**src/sv/vat_pkg.sv**
```systemverilog
// ----------------------------------------------------------------------------
// vat_pkg: shared types and constants for the voice activity trigger
// Holds register indexes, reset values, stage and intent codes, the words
// passed between the front and back parts, and the tone plan lookup.
// ----------------------------------------------------------------------------
package vat_pkg;

  localparam int CFG_DATA_W  = 16;
  localparam int CFG_INDEX_W = 3;

  typedef enum logic [CFG_INDEX_W-1:0] {
    REG_MIN_SAMPLES       = 3'd0,
    REG_FRESHNESS_WINDOW  = 3'd1,
    REG_SPEECH_THRESHOLD  = 3'd2,
    REG_TRIGGER_THRESHOLD = 3'd3,
    REG_TRIGGER_FRAMES    = 3'd4,
    REG_COOLDOWN_WINDOW   = 3'd5
  } vat_reg_t;

  localparam logic [15:0] RST_MIN_SAMPLES       = 16'd160;
  localparam logic [15:0] RST_FRESHNESS_WINDOW  = 16'd250;
  localparam logic [6:0]  RST_SPEECH_THRESHOLD  = 7'd35;
  localparam logic [6:0]  RST_TRIGGER_THRESHOLD = 7'd55;
  localparam logic [7:0]  RST_TRIGGER_FRAMES    = 8'd3;
  localparam logic [15:0] RST_COOLDOWN_WINDOW   = 16'd1500;

  localparam logic [6:0]  ENERGY_MAX  = 7'd100;
  localparam logic [6:0]  FOCUS_BASE  = 7'd45;
  localparam logic [15:0] RUN_MAX     = 16'hFFFF;

  localparam logic [1:0] EMODE_CONSTRAINED = 2'd1;
  localparam logic [1:0] EMODE_CRITICAL    = 2'd2;

  localparam logic [1:0] STAGE_DORMANT   = 2'd0;
  localparam logic [1:0] STAGE_LISTENING = 2'd1;
  localparam logic [1:0] STAGE_CANDIDATE = 2'd2;

  localparam logic [1:0] INTENT_ATTEND   = 2'd0;
  localparam logic [1:0] INTENT_ACK      = 2'd1;
  localparam logic [1:0] INTENT_INSPECT  = 2'd2;
  localparam logic [1:0] INTENT_PRESERVE = 2'd3;

  // What the front part learns about one frame from its inputs alone.
  typedef struct packed {
    logic       usable;
    logic       dormant;
    logic       speech;
    logic       trig_level;
    logic [6:0] focus;
    logic [1:0] intent;
  } vat_cls_t;

  // One result word as it leaves the block.
  typedef struct packed {
    logic       active;
    logic       capture_usable;
    logic [1:0] stage;
    logic [6:0] focus_confidence;
    logic       trigger;
    logic [1:0] intent;
    logic [1:0] cue;
    logic [9:0] tone_hz;
    logic [6:0] tone_ms;
  } vat_res_t;

  function automatic logic [9:0] tone_hz_of(input logic [1:0] intent);
    logic [9:0] hz;
    unique case (intent)
      INTENT_ACK:      hz = 10'd880;
      INTENT_INSPECT:  hz = 10'd620;
      INTENT_PRESERVE: hz = 10'd440;
      default:         hz = 10'd740;
    endcase
    return hz;
  endfunction

  function automatic logic [6:0] tone_ms_of(input logic [1:0] intent);
    logic [6:0] ms;
    unique case (intent)
      INTENT_ACK:      ms = 7'd90;
      INTENT_INSPECT:  ms = 7'd110;
      INTENT_PRESERVE: ms = 7'd80;
      default:         ms = 7'd70;
    endcase
    return ms;
  endfunction

endpackage

```
**src/sv/vat_front.sv**
```systemverilog
// ----------------------------------------------------------------------------
// vat_front: frame classifier
// Judges the capture, saturates the energy, compares it against the
// thresholds and picks the intent a trigger would carry.
// ----------------------------------------------------------------------------
module vat_front #(
  parameter int TIME_BITS = 32
) (
  input  logic [15:0]          min_samples,
  input  logic [15:0]          freshness_window,
  input  logic [6:0]           speech_threshold,
  input  logic [6:0]           trigger_threshold,
  input  logic [31:0]          now_time,
  input  logic                 capture_ok,
  input  logic [31:0]          capture_time,
  input  logic [15:0]          capture_samples,
  input  logic                 audio_path_ready,
  input  logic [6:0]           frame_energy,
  input  logic                 safe_hold,
  input  logic [1:0]           energy_mode,
  input  logic                 stimulus_seen,
  input  logic                 user_engaged,
  output logic [TIME_BITS-1:0] now_m,
  output vat_pkg::vat_cls_t    cls
);

  logic [TIME_BITS-1:0] cap_m;
  logic [TIME_BITS-1:0] age;
  logic [6:0]           energy_sat;
  logic                 fresh;

  assign now_m = TIME_BITS'(now_time);
  assign cap_m = TIME_BITS'(capture_time);
  assign age   = now_m - cap_m;

  // A capture time of zero means no capture yet; one in the future is stale.
  assign fresh = capture_ok && (cap_m != '0) && (now_m >= cap_m) &&
                 (age <= TIME_BITS'(freshness_window));

  assign energy_sat = (frame_energy > vat_pkg::ENERGY_MAX) ? vat_pkg::ENERGY_MAX
                                                            : frame_energy;

  always_comb begin
    cls.usable     = audio_path_ready && (capture_samples >= min_samples) && fresh;
    cls.dormant    = !cls.usable || safe_hold || (energy_mode == vat_pkg::EMODE_CRITICAL);
    cls.speech     = energy_sat >= speech_threshold;
    cls.trig_level = energy_sat >= trigger_threshold;
    cls.focus      = vat_pkg::FOCUS_BASE + {1'b0, energy_sat[6:1]};
    priority if (energy_mode == vat_pkg::EMODE_CONSTRAINED) begin
      cls.intent = vat_pkg::INTENT_PRESERVE;
    end else if (stimulus_seen) begin
      cls.intent = vat_pkg::INTENT_INSPECT;
    end else if (user_engaged) begin
      cls.intent = vat_pkg::INTENT_ACK;
    end else begin
      cls.intent = vat_pkg::INTENT_ATTEND;
    end
  end

endmodule

```
**src/sv/vat_fifo.sv**
```systemverilog
// ----------------------------------------------------------------------------
// vat_fifo: short queue between the classifier and the trigger engine
// A small register queue with a look-ahead head word.
// ----------------------------------------------------------------------------
module vat_fifo #(
  parameter int WIDTH = 45,
  parameter int DEPTH = 2
) (
  input  logic             clk,
  input  logic             rst,
  input  logic             push_valid,
  output logic             push_ready,
  input  logic [WIDTH-1:0] push_data,
  output logic             head_valid,
  input  logic             head_ready,
  output logic [WIDTH-1:0] head_data
);

  localparam int PTR_W = (DEPTH > 1) ? $clog2(DEPTH) : 1;
  localparam int CNT_W = $clog2(DEPTH + 1);

  logic [WIDTH-1:0] slots [DEPTH];
  logic [PTR_W-1:0] wr_ptr;
  logic [PTR_W-1:0] rd_ptr;
  logic [CNT_W-1:0] count;
  logic             push;
  logic             pop;

  assign push_ready = count != CNT_W'(DEPTH);
  assign head_valid = count != '0;
  assign head_data  = slots[rd_ptr];
  assign push       = push_valid && push_ready;
  assign pop        = head_valid && head_ready;

  always_ff @(posedge clk) begin
    if (rst) begin
      wr_ptr <= '0;
      rd_ptr <= '0;
      count  <= '0;
    end else begin
      if (push) begin
        wr_ptr <= (wr_ptr == PTR_W'(DEPTH - 1)) ? '0 : wr_ptr + 1'b1;
      end
      if (pop) begin
        rd_ptr <= (rd_ptr == PTR_W'(DEPTH - 1)) ? '0 : rd_ptr + 1'b1;
      end
      if (push && !pop) begin
        count <= count + 1'b1;
      end else if (pop && !push) begin
        count <= count - 1'b1;
      end
    end
  end

  always_ff @(posedge clk) begin
    if (push) begin
      slots[wr_ptr] <= push_data;
    end
  end

endmodule

```
**src/sv/vat_back.sv**
```systemverilog
// ----------------------------------------------------------------------------
// vat_back: trigger engine
// Keeps the speech run and the last trigger time, decides the trigger and
// holds the finished result word in an output register.
// ----------------------------------------------------------------------------
module vat_back #(
  parameter int TIME_BITS = 32
) (
  input  logic                 clk,
  input  logic                 rst,
  input  logic [7:0]           trigger_frames,
  input  logic [15:0]          cooldown_window,
  input  logic                 head_valid,
  output logic                 head_ready,
  input  logic [TIME_BITS-1:0] head_now,
  input  vat_pkg::vat_cls_t    head_cls,
  output logic                 out_valid,
  input  logic                 out_ready,
  output vat_pkg::vat_res_t    res
);

  logic [15:0]          speech_run;
  logic [15:0]          speech_run_next;
  logic [TIME_BITS-1:0] last_trigger_time;
  logic                 cool;
  logic                 trig;
  logic                 pop;
  vat_pkg::vat_res_t    res_next;

  assign head_ready = !out_valid || out_ready;
  assign pop        = head_valid && head_ready;

  always_comb begin
    if (head_cls.dormant || !head_cls.speech) begin
      speech_run_next = '0;
    end else if (speech_run != vat_pkg::RUN_MAX) begin
      speech_run_next = speech_run + 16'd1;
    end else begin
      speech_run_next = speech_run;
    end
  end

  // A stored time of zero reads as never triggered.
  assign cool = (last_trigger_time == '0) ||
                ((head_now - last_trigger_time) >= TIME_BITS'(cooldown_window));
  assign trig = !head_cls.dormant && head_cls.trig_level && cool &&
                (speech_run_next >= {8'd0, trigger_frames});

  always_comb begin
    res_next                = '0;
    res_next.capture_usable = head_cls.usable;
    if (!head_cls.dormant) begin
      res_next.active  = head_cls.speech || trig;
      res_next.trigger = trig;
      if (trig) begin
        res_next.stage   = vat_pkg::STAGE_CANDIDATE;
        res_next.intent  = head_cls.intent;
        res_next.cue     = head_cls.intent;
        res_next.tone_hz = vat_pkg::tone_hz_of(head_cls.intent);
        res_next.tone_ms = vat_pkg::tone_ms_of(head_cls.intent);
      end else if (head_cls.speech) begin
        res_next.stage = vat_pkg::STAGE_LISTENING;
      end else begin
        res_next.stage = vat_pkg::STAGE_DORMANT;
      end
      if (head_cls.speech || trig) begin
        res_next.focus_confidence = head_cls.focus;
      end
    end
  end

  always_ff @(posedge clk) begin
    if (rst) begin
      speech_run        <= '0;
      last_trigger_time <= '0;
      out_valid         <= 1'b0;
    end else begin
      if (pop) begin
        speech_run <= speech_run_next;
        if (trig) begin
          last_trigger_time <= head_now;
        end
        out_valid <= 1'b1;
      end else if (out_ready) begin
        out_valid <= 1'b0;
      end
    end
  end

  always_ff @(posedge clk) begin
    if (pop) begin
      res <= res_next;
    end
  end

endmodule

```
**src/sv/voice_activity_trigger.sv**
```systemverilog
// ----------------------------------------------------------------------------
// voice_activity_trigger: per-frame voice trigger qualifier
// One input word per audio frame tick; one result word per input word.
// ----------------------------------------------------------------------------
// Usage:
//   The input channel (in_valid / in_ready) carries one frame word: the
//   current time, the capture status, the frame energy and the context flags.
//   The output channel (out_valid / out_ready) returns one result word per
//   frame, in order: activity, capture usability, stage, focus confidence
//   and, on a trigger, the intent, cue and tone plan.
//   A word accepted at an edge is classified and queued there, and its result
//   is registered when the trigger engine takes it from the queue. Throughput
//   is one word per cycle while out_ready stays high, set by the trigger engine
//   that reads and updates the speech run and last trigger time once per word.
//   Reset clears the speech run and the last trigger time (never triggered),
//   empties the queue, drops out_valid and loads the default thresholds.
//   When the receiver stalls, the result word holds in the output register
//   and the two-word queue keeps taking input; in_ready falls once the queue
//   is full and rises again as soon as a word drains.
//   The registers are written through cfg_we / cfg_index / cfg_data while no
//   word is in flight.
// ----------------------------------------------------------------------------
module voice_activity_trigger #(
  parameter int TIME_BITS = 32
) (
  input  logic        clk,
  input  logic        rst,
  input  logic        cfg_we,
  input  logic [2:0]  cfg_index,
  input  logic [15:0] cfg_data,
  input  logic        in_valid,
  output logic        in_ready,
  input  logic [31:0] now_time,
  input  logic        capture_ok,
  input  logic [31:0] capture_time,
  input  logic [15:0] capture_samples,
  input  logic        audio_path_ready,
  input  logic [6:0]  frame_energy,
  input  logic        safe_hold,
  input  logic [1:0]  energy_mode,
  input  logic        stimulus_seen,
  input  logic        user_engaged,
  output logic        out_valid,
  input  logic        out_ready,
  output logic        active,
  output logic        capture_usable,
  output logic [1:0]  stage,
  output logic [6:0]  focus_confidence,
  output logic        trigger,
  output logic [1:0]  intent,
  output logic [1:0]  cue,
  output logic [9:0]  tone_hz,
  output logic [6:0]  tone_ms
);

  // Queue word: the frame time above the classification bits.
  localparam int CLS_W   = $bits(vat_pkg::vat_cls_t);
  localparam int Q_WIDTH = TIME_BITS + CLS_W;
  localparam int Q_DEPTH = 2;

  logic [15:0] min_samples;
  logic [15:0] freshness_window;
  logic [6:0]  speech_threshold;
  logic [6:0]  trigger_threshold;
  logic [7:0]  trigger_frames;
  logic [15:0] cooldown_window;

  logic [TIME_BITS-1:0] front_now;
  vat_pkg::vat_cls_t    front_cls;
  logic                 head_valid;
  logic                 head_ready;
  logic [Q_WIDTH-1:0]   head_data;
  vat_pkg::vat_res_t    res;

  // Configuration registers. Writes must land only while the block is idle;
  // the block does not enforce this. Both parts read them directly.
  always_ff @(posedge clk) begin
    if (rst) begin
      min_samples       <= vat_pkg::RST_MIN_SAMPLES;
      freshness_window  <= vat_pkg::RST_FRESHNESS_WINDOW;
      speech_threshold  <= vat_pkg::RST_SPEECH_THRESHOLD;
      trigger_threshold <= vat_pkg::RST_TRIGGER_THRESHOLD;
      trigger_frames    <= vat_pkg::RST_TRIGGER_FRAMES;
      cooldown_window   <= vat_pkg::RST_COOLDOWN_WINDOW;
    end else if (cfg_we) begin
      unique case (cfg_index)
        vat_pkg::REG_MIN_SAMPLES:       min_samples       <= cfg_data;
        vat_pkg::REG_FRESHNESS_WINDOW:  freshness_window  <= cfg_data;
        vat_pkg::REG_SPEECH_THRESHOLD:  speech_threshold  <= cfg_data[6:0];
        vat_pkg::REG_TRIGGER_THRESHOLD: trigger_threshold <= cfg_data[6:0];
        vat_pkg::REG_TRIGGER_FRAMES:    trigger_frames    <= cfg_data[7:0];
        vat_pkg::REG_COOLDOWN_WINDOW:   cooldown_window   <= cfg_data;
        default: ;
      endcase
    end
  end

  // Front part: classifies each frame from its own fields.
  vat_front #(
    .TIME_BITS(TIME_BITS)
  ) u_front (
    .min_samples      (min_samples),
    .freshness_window (freshness_window),
    .speech_threshold (speech_threshold),
    .trigger_threshold(trigger_threshold),
    .now_time         (now_time),
    .capture_ok       (capture_ok),
    .capture_time     (capture_time),
    .capture_samples  (capture_samples),
    .audio_path_ready (audio_path_ready),
    .frame_energy     (frame_energy),
    .safe_hold        (safe_hold),
    .energy_mode      (energy_mode),
    .stimulus_seen    (stimulus_seen),
    .user_engaged     (user_engaged),
    .now_m            (front_now),
    .cls              (front_cls)
  );

  // Queue between the classifier and the trigger engine.
  vat_fifo #(
    .WIDTH(Q_WIDTH),
    .DEPTH(Q_DEPTH)
  ) u_fifo (
    .clk       (clk),
    .rst       (rst),
    .push_valid(in_valid),
    .push_ready(in_ready),
    .push_data ({front_now, front_cls}),
    .head_valid(head_valid),
    .head_ready(head_ready),
    .head_data (head_data)
  );

  // Back part: run counting, cooldown and the result register.
  vat_back #(
    .TIME_BITS(TIME_BITS)
  ) u_back (
    .clk            (clk),
    .rst            (rst),
    .trigger_frames (trigger_frames),
    .cooldown_window(cooldown_window),
    .head_valid     (head_valid),
    .head_ready     (head_ready),
    .head_now       (head_data[Q_WIDTH-1:CLS_W]),
    .head_cls       (vat_pkg::vat_cls_t'(head_data[CLS_W-1:0])),
    .out_valid      (out_valid),
    .out_ready      (out_ready),
    .res            (res)
  );

  assign active           = res.active;
  assign capture_usable   = res.capture_usable;
  assign stage            = res.stage;
  assign focus_confidence = res.focus_confidence;
  assign trigger          = res.trigger;
  assign intent           = res.intent;
  assign cue              = res.cue;
  assign tone_hz          = res.tone_hz;
  assign tone_ms          = res.tone_ms;

endmodule
```
**config.mk**
```make
export PLATFORM = sky130hd
export DESIGN_NAME = voice_activity_trigger
export DESIGN_NICKNAME = d
export VERILOG_FILES = /design/src/sv/vat_pkg.sv /design/src/sv/vat_front.sv /design/src/sv/vat_fifo.sv /design/src/sv/vat_back.sv /design/src/sv/voice_activity_trigger.sv
export SDC_FILE = /design/constraint.sdc
export NUM_CORES = 1
export LEC_CHECK = 0
export BUFFER_PORTS_ARGS = -buffer_cell sky130_fd_sc_hd__buf_2
export CAP_MARGIN = 20
export CORE_ASPECT_RATIO = 1.5
export CORE_MARGIN = 4
export CORE_UTILIZATION = 25
export CTS_CLUSTER_DIAMETER = 60
export DETAILED_ROUTE_END_ITERATION = 7
export GPL_TIMING_DRIVEN = 0
export PLACE_DENSITY = 0.49
export SLEW_MARGIN = 40
export SYNTH_ARGS = -nofsm -noshare
export SYNTH_HDL_FRONTEND = slang
export SYNTH_SLANG_ARGS = --single-unit
```
**constraint.sdc**
```tcl
create_clock -name clk -period 6.4 [get_ports clk]
set_input_delay 0.96 -clock clk [delete_from_list [all_inputs] [get_ports clk]]
set_output_delay 0.96 -clock clk [all_outputs]
set_load 0.005 [all_outputs]
```
Word level (Yosys, flattened, before mapping)
Memories as Yosys holds them, arrays and structs flattened. A register that Yosys moved wholly into a read port is not among the register bits.
Index checks and enable logic that the tools add are counted.
{"block": "classes", "addsub": 8, "bitwise": 2, "n_eq_ne": 12, "reduce_logical": 40, "n_lt_le_gt_ge": 8, "muxes": 20}
{"operator": "subtractor 32 bit", "n": 2}
{"operator": ">= comparator 32 x 16 -> 1 bit", "n": 1}
{"operator": ">= comparator 32 bit", "n": 1}
{"operator": "less-or-equal comparator 32 x 16 -> 1 bit", "n": 1}
{"operator": "zero test 32 bit", "n": 1}
{"operator": "2-to-1 mux 16 bit", "n": 2}
{"operator": "nonzero test 32 bit", "n": 1}
{"operator": "case mux 10 bit (3 select lines)", "n": 1}
{"operator": "case mux 6 bit (3 select lines)", "n": 1}
{"operator": "adder 16 x 1 -> 16 bit, second input constant", "n": 1}
{"operator": ">= comparator 16 bit", "n": 1}
{"operator": ">= comparator 16 x 8 -> 1 bit", "n": 1}
{"operator": "inequality test 16 bit, second input constant", "n": 1}
{"operator": ">= comparator 7 bit", "n": 2}
{"operator": "AND reduction 2 bit", "n": 7}
{"operator": "logical AND 1 bit", "n": 12}
{"operator": "2-to-1 mux 1 bit", "n": 10}
{"operator": "2-to-1 mux 2 bit", "n": 5}
{"operator": "adder 6 x 6 -> 7 bit, first input constant", "n": 1}
{"operator": "greater-than comparator 7 bit, second input constant", "n": 1}
{"operator": "2-to-1 mux 7 bit", "n": 1}
{"operator": "equality test 2 bit, second input constant", "n": 3}
{"operator": "equality test 3 x 2 -> 1 bit, second input constant", "n": 2}
{"operator": "equality test 3 bit, second input constant", "n": 2}
{"operator": "12 further kinds", "n": 29}
{"block": "totals", "out_inout_bits": 35, "mem_bits_rw": 90, "memories": 1, "reg_bits": 154}
{"name": "u_fifo.slots", "depth": 2, "width": 45, "rd": 1, "rd_clocked_by_memory_dff": 1, "write_ports": 1, "line": "vat_fifo.sv:22", "rtl": "logic [WIDTH-1:0] slots [DEPTH];"}

Depth between registers and ports, before layout
{"block": "depth", "ltp_word": 8, "ltp_mapped": 26}

By module
A second synthesis with hierarchy kept.
{"block": "hier_totals", "cells_unflattened": 1777, "hier_area_um2": 16387.0}
{"module": "vat_back", "cells_per_inst": 784, "n_inst": 1, "area_each_um2": 6261.0}
{"module": "vat_front", "cells_per_inst": 560, "n_inst": 1, "area_each_um2": 3816.2}
{"module": "vat_fifo", "cells_per_inst": 164, "n_inst": 1, "area_each_um2": 3467.1}
{"module": "voice_activity_trigger", "cells_per_inst": 269, "n_inst": 1, "area_each_um2": 2842.7}

Worst setup path after synthesis
No wires, ideal clock.
{"block": "synth_timing", "path_type": "input to register", "startpoint": "input port now_time[0]", "endpoint": "memory u_fifo.slots[0][11], data pin", "path_stages": 20, "arrival_time_ns": 5.139, "path_slack_ns": 0.983, "setup_time_ns": 0.278, "cell_sequence": "inv_1 -> ha_1 -> inv_1 -> fa_1 -> a21o_1 -> a21oi_1 -> o21bai_1 -> a21oi_1 -> nor2_1 -> a221oi_1 -> xnor2_1 -> ha_1 -> nand4_1 -> or2_2 -> or3_1 -> a2111oi_0 -> nand3_1 -> nor4_1 -> nand4_1 -> or4_1"}
{"element": "start: declaration", "line": "voice_activity_trigger.sv:33", "rtl": "input logic [31:0] now_time,"}
{"element": "end: declaration", "line": "vat_fifo.sv:22"}

==> summary.md <==
| Metric | Value |
|---|---|
| Design area | `0.0180 mm²` |
| First-pass GRT wire length | `71,700 µm` |
| Largest net degree at the start of global routing | `36` |
| # IOs | `153` |
| Setup_tns | `0 ns` |
| Share of post-route cells with drive strength above 1 | `14.9%` |
| Most area-hungry cell type in the Yosys netlist | `edfxtp_1` |
| Remaining DRCs | `0` |
| Peak supply drop | `0.168 mV` |
| Core area | `0.0603 mm²` |
| CP required | `6.68 ns` |
| RSZ-0062 raised after global routing | `false` |
| DR vias/cell | `4.75` |
| Initial antenna violation count | `1` |
| Die H | `311 µm` |
| Max-cap viol count | `0` |
| Final setup vio count | `0` |
| Post-synth top cells | `nand2_1, inv_1, a21oi_1` |
| Maximum buffer depth of the clock tree | `3` |
| Slew headroom | `47.0%` |
| Setup CP Type | `in -> reg` |
| Max Fclk | `163 MHz` |
| Final setup margin | `0.279 ns` |
| Cts bufs inserted | `26` |
| Syn Inst Count | `1,764` |
| Worst r2r path cells | `24` |
| H-tree depth | `1` |
| Element type at the critical path end | `flip-flop` |
| Synthesized area | `0.0153 mm²` |
| Leak | `7.35 nW` |
| Seq cells post-synth | `233` |
| Worst path bufs/invs | `4` |
| Hpwl dp | `37,700 µm` |
| Count leader, synth | `nand2_1` |
| DRT Wirelength | `46,200 µm` |
| Post-Syn Area per Cell | `8.66 µm²` |
| Vias | `13,068` |
| Starting Density | `25.3%` |
| CTS tree | `built` |
| Crit path DAT | `6.40 ns` |
| Area Growth Syn to Fin | `18.0%` |
| CTS Hold Bufs | `0` |
| All-layer global routing usage | `13.7%` |
| Synth unique cells | `71` |
| Avg WL per Cell | `16.8 µm` |
| Placed cell area | `0.0171 mm²` |
| Final period utilization | `95.6%` |
| Ys flop type | `dfxtp_1` |
| Clock transition at the registers of the reported paths | `0.06 ns` |
| Vias in the first global route | `13,277` |
| DR iter-0 viols | `612` |
| Clk sinks | `233` |
| Register area share after synthesis | `37.7%` |
| Result of the run | `complete, no violations` |
| Cell family with most CP delay | `simple AND/OR/NAND/NOR gates` |
| CP max FO | `5` |
| Count of final hold-check violations | `0` |
| CTS root buffer | `clkbuf_16` |
| Ys async rst share | `0%` |
| Synth top area share | `21.4%` |
| Yosys warning count | `0` |
| Pins over their slew limit | `0` |
| FILL cells | `6,442` |
| Clock latency on the worst-skew pair | `0.56 ns` |
| Total grt overflow | `0` |
| CP startpoint kind | `primary input` |
| Clock skew | `0.0239 ns` |
| HP Class | `reg -> reg` |
| Hold_sp | `trigger_frames[3]$_SDFFE_PP0P_` |
| Pre-Repair DR Iteration Count | `5` |
| Non-Filler Instances | `2,752` |
| Hold path cells | `2` |
| Reg2reg setup slack | `0.64 ns` |
| Place WS | `-0.909 ns` |
| Reg-to-Reg End | `u_back.res[28]$_SDFFCE_PP0P_` |
| Power density cells | `305 mW/mm²` |
| Min Tclk post-route | `6.12 ns` |
| Worst slew pin tran | `0.795 ns` |
| Die X | `210 µm` |
| Worst Hold Path EP | `trigger_frames[3]$_SDFFE_PP0P_` |
| Top post-synthesis cells by area | `edfxtp_1, dfxtp_1, ha_1, a21oi_1, nand2_1` |
| Critical Path Max Stage Delay | `0.51 ns` |
| Slowest CP cell | `or4_1` |
| IO Port Bufs | `148` |
| CP cell instances | `buf_2, inv_1, ha_1, inv_1, fa_1, a21o_1, a21oi_1, o21bai_1, a21oi_2, nor2_1, a221oi_1, xnor2_1, ha_1, nand4_1, or2_2, or3_1, a2111oi_0, nand3_1, nor4_1, nand4_1, buf_4, or4_1` |
| Antenna Nets Post-Route | `0` |
| Placed cells | `2,702` |
| Fin nets | `2,207` |
| Post-synth EDFFs | `109` |
| GP Congestion | `0.861` |
| Total die area | `0.0652 mm²` |
| Design Power | `5.49 mW` |
| Rows | `110` |
==> what timing repair did <==
item,in CTS,in global routing
resized for setup,4,6
buffers inserted,0,2
pin swaps,0,1
setup endpoints to repair,52,52
==> cell usage in the layout (no fill, tap or decap), drive strengths merged, types with 11 or more instances in the layout <==
cell type,Yosys,routed
o21ai,65,65
edfxtp,109,109
xnor2,41,41
mux2i,21,21
a211o,13,13
nand2b,22,22
buf,38,192
dfxtp,124,124
inv,194,197
nor3,17,17
o21a,13,13
nand4,34,34
mux2,33,33
a31o,34,34
a21o,48,48
ha,140,140
a211oi,11,11
xor2,22,22
nor2,119,119
nor2b,24,24
a21oi,192,192
a31oi,18,18
nor4,24,24
nand3,26,26
nand3b,18,18
nand2,199,199
clkbuf,58,92
o21bai,13,13
and3,14,14
==> cell families after synthesis <==
kind of cell | Yosys count | synth area share [%]
buf+inv | 290 | 7.88
other cells | 1 | 0.0246
mux | 54 | 3.81
xor+xnor | 63 | 3.61
simple gates | 526 | 16.5
fa+ha+maj | 142 | 11.7
compound gates | 455 | 18.7
flops | 233 | 37.7
==> flip-flops by register name, indices dropped and copies added, names as in the netlist, named ones only <==
name / cells
speech_threshold: 7
trigger_frames: 8
u_back.last_trigger_time: 32
freshness_window: 16
min_samples: 16
u_back.out_valid: 1
u_back.res: 19
u_back.speech_run: 16
cooldown_window: 16
u_fifo.rd_ptr: 1
trigger_threshold: 7
u_fifo.slots: 90
u_fifo.wr_ptr: 1
u_fifo.count: 2
==> routing by layer <==
layer  routed length [µm]  GRT usage [%]  vias to the layer above  part of all wire, %
met3                 1360           1.25                       73                  2.9
met4                 1580           4.87                        0                  3.4
met5                    0              0                        -                    0
met1                18400           15.2                     6167                   40
met2                24900           26.7                      260                   54
li1                     -              -                     6568                    -
==> where the power goes <==
| part | internal (mW) | total, mW | switching [mW] |
|---|---|---|---|
| combinational | 0.874 | 2.15 | 1.28 |
| sequential | 1.75 | 1.81 | 0.0597 |
| clock | 0.900 | 1.53 | 0.632 |
| total | 3.53 | 5.49 | 1.97 |
==> how the worst max path moves through the flow <==
stage / from / end / slack [ns] / depth (start not counted)
floorplan: now_time[0] / u_fifo.slots[0][11]$_DFFE_PP_ / 0.98 / 20
global placement: flip-flop / u_back.res[28]$_SDFFCE_PP0P_ / -0.81 / 24
detailed placement: flip-flop / u_back.res[28]$_SDFFCE_PP0P_ / -0.91 / 24
CTS: now_time[0] / u_fifo.slots[1][11]$_DFFE_PP_ / 0.05 / 21
global route: now_time[0] / u_fifo.slots[1][11]$_DFFE_PP_ / 0.002 / 22
finish: now_time[0] / u_fifo.slots[1][11]$_DFFE_PP_ / 0.28 / 22
==> metrics by stage <==
| step | utilization [%] | hold slack (ns) |
|---|---|---|
| floorplan | - | 0.436 |
| global route | 29.9 | 0.468 |
| finish | 29.9 | 0.457 |
| CTS | 29.8 | 0.457 |
| global placement | 28.2 | 0.445 |
| detailed placement | 28.4 | 0.448 |
==> area by class of cell <==
cell class                 count  area, µm²  area share, %
sequential                   233       5760           32.0
inverter                     194        728           4.04
clock buffer                  35        737           4.09
buffer                        95        480           2.67
clock inverter                13        148          0.820
multi-input combinational   1243       8340           46.3
tap                          784        981           5.45
timing repair buffer         154        833           4.63
antenna                        1       2.50         0.0139
==> worst min-delay path: stages (launching register included) <==
cell	delay, ns
dfxtp_1	0.31
nand2_1	0.05
a21oi_1	0.05
No activity file was read; power rests on OpenSTA's default activity.
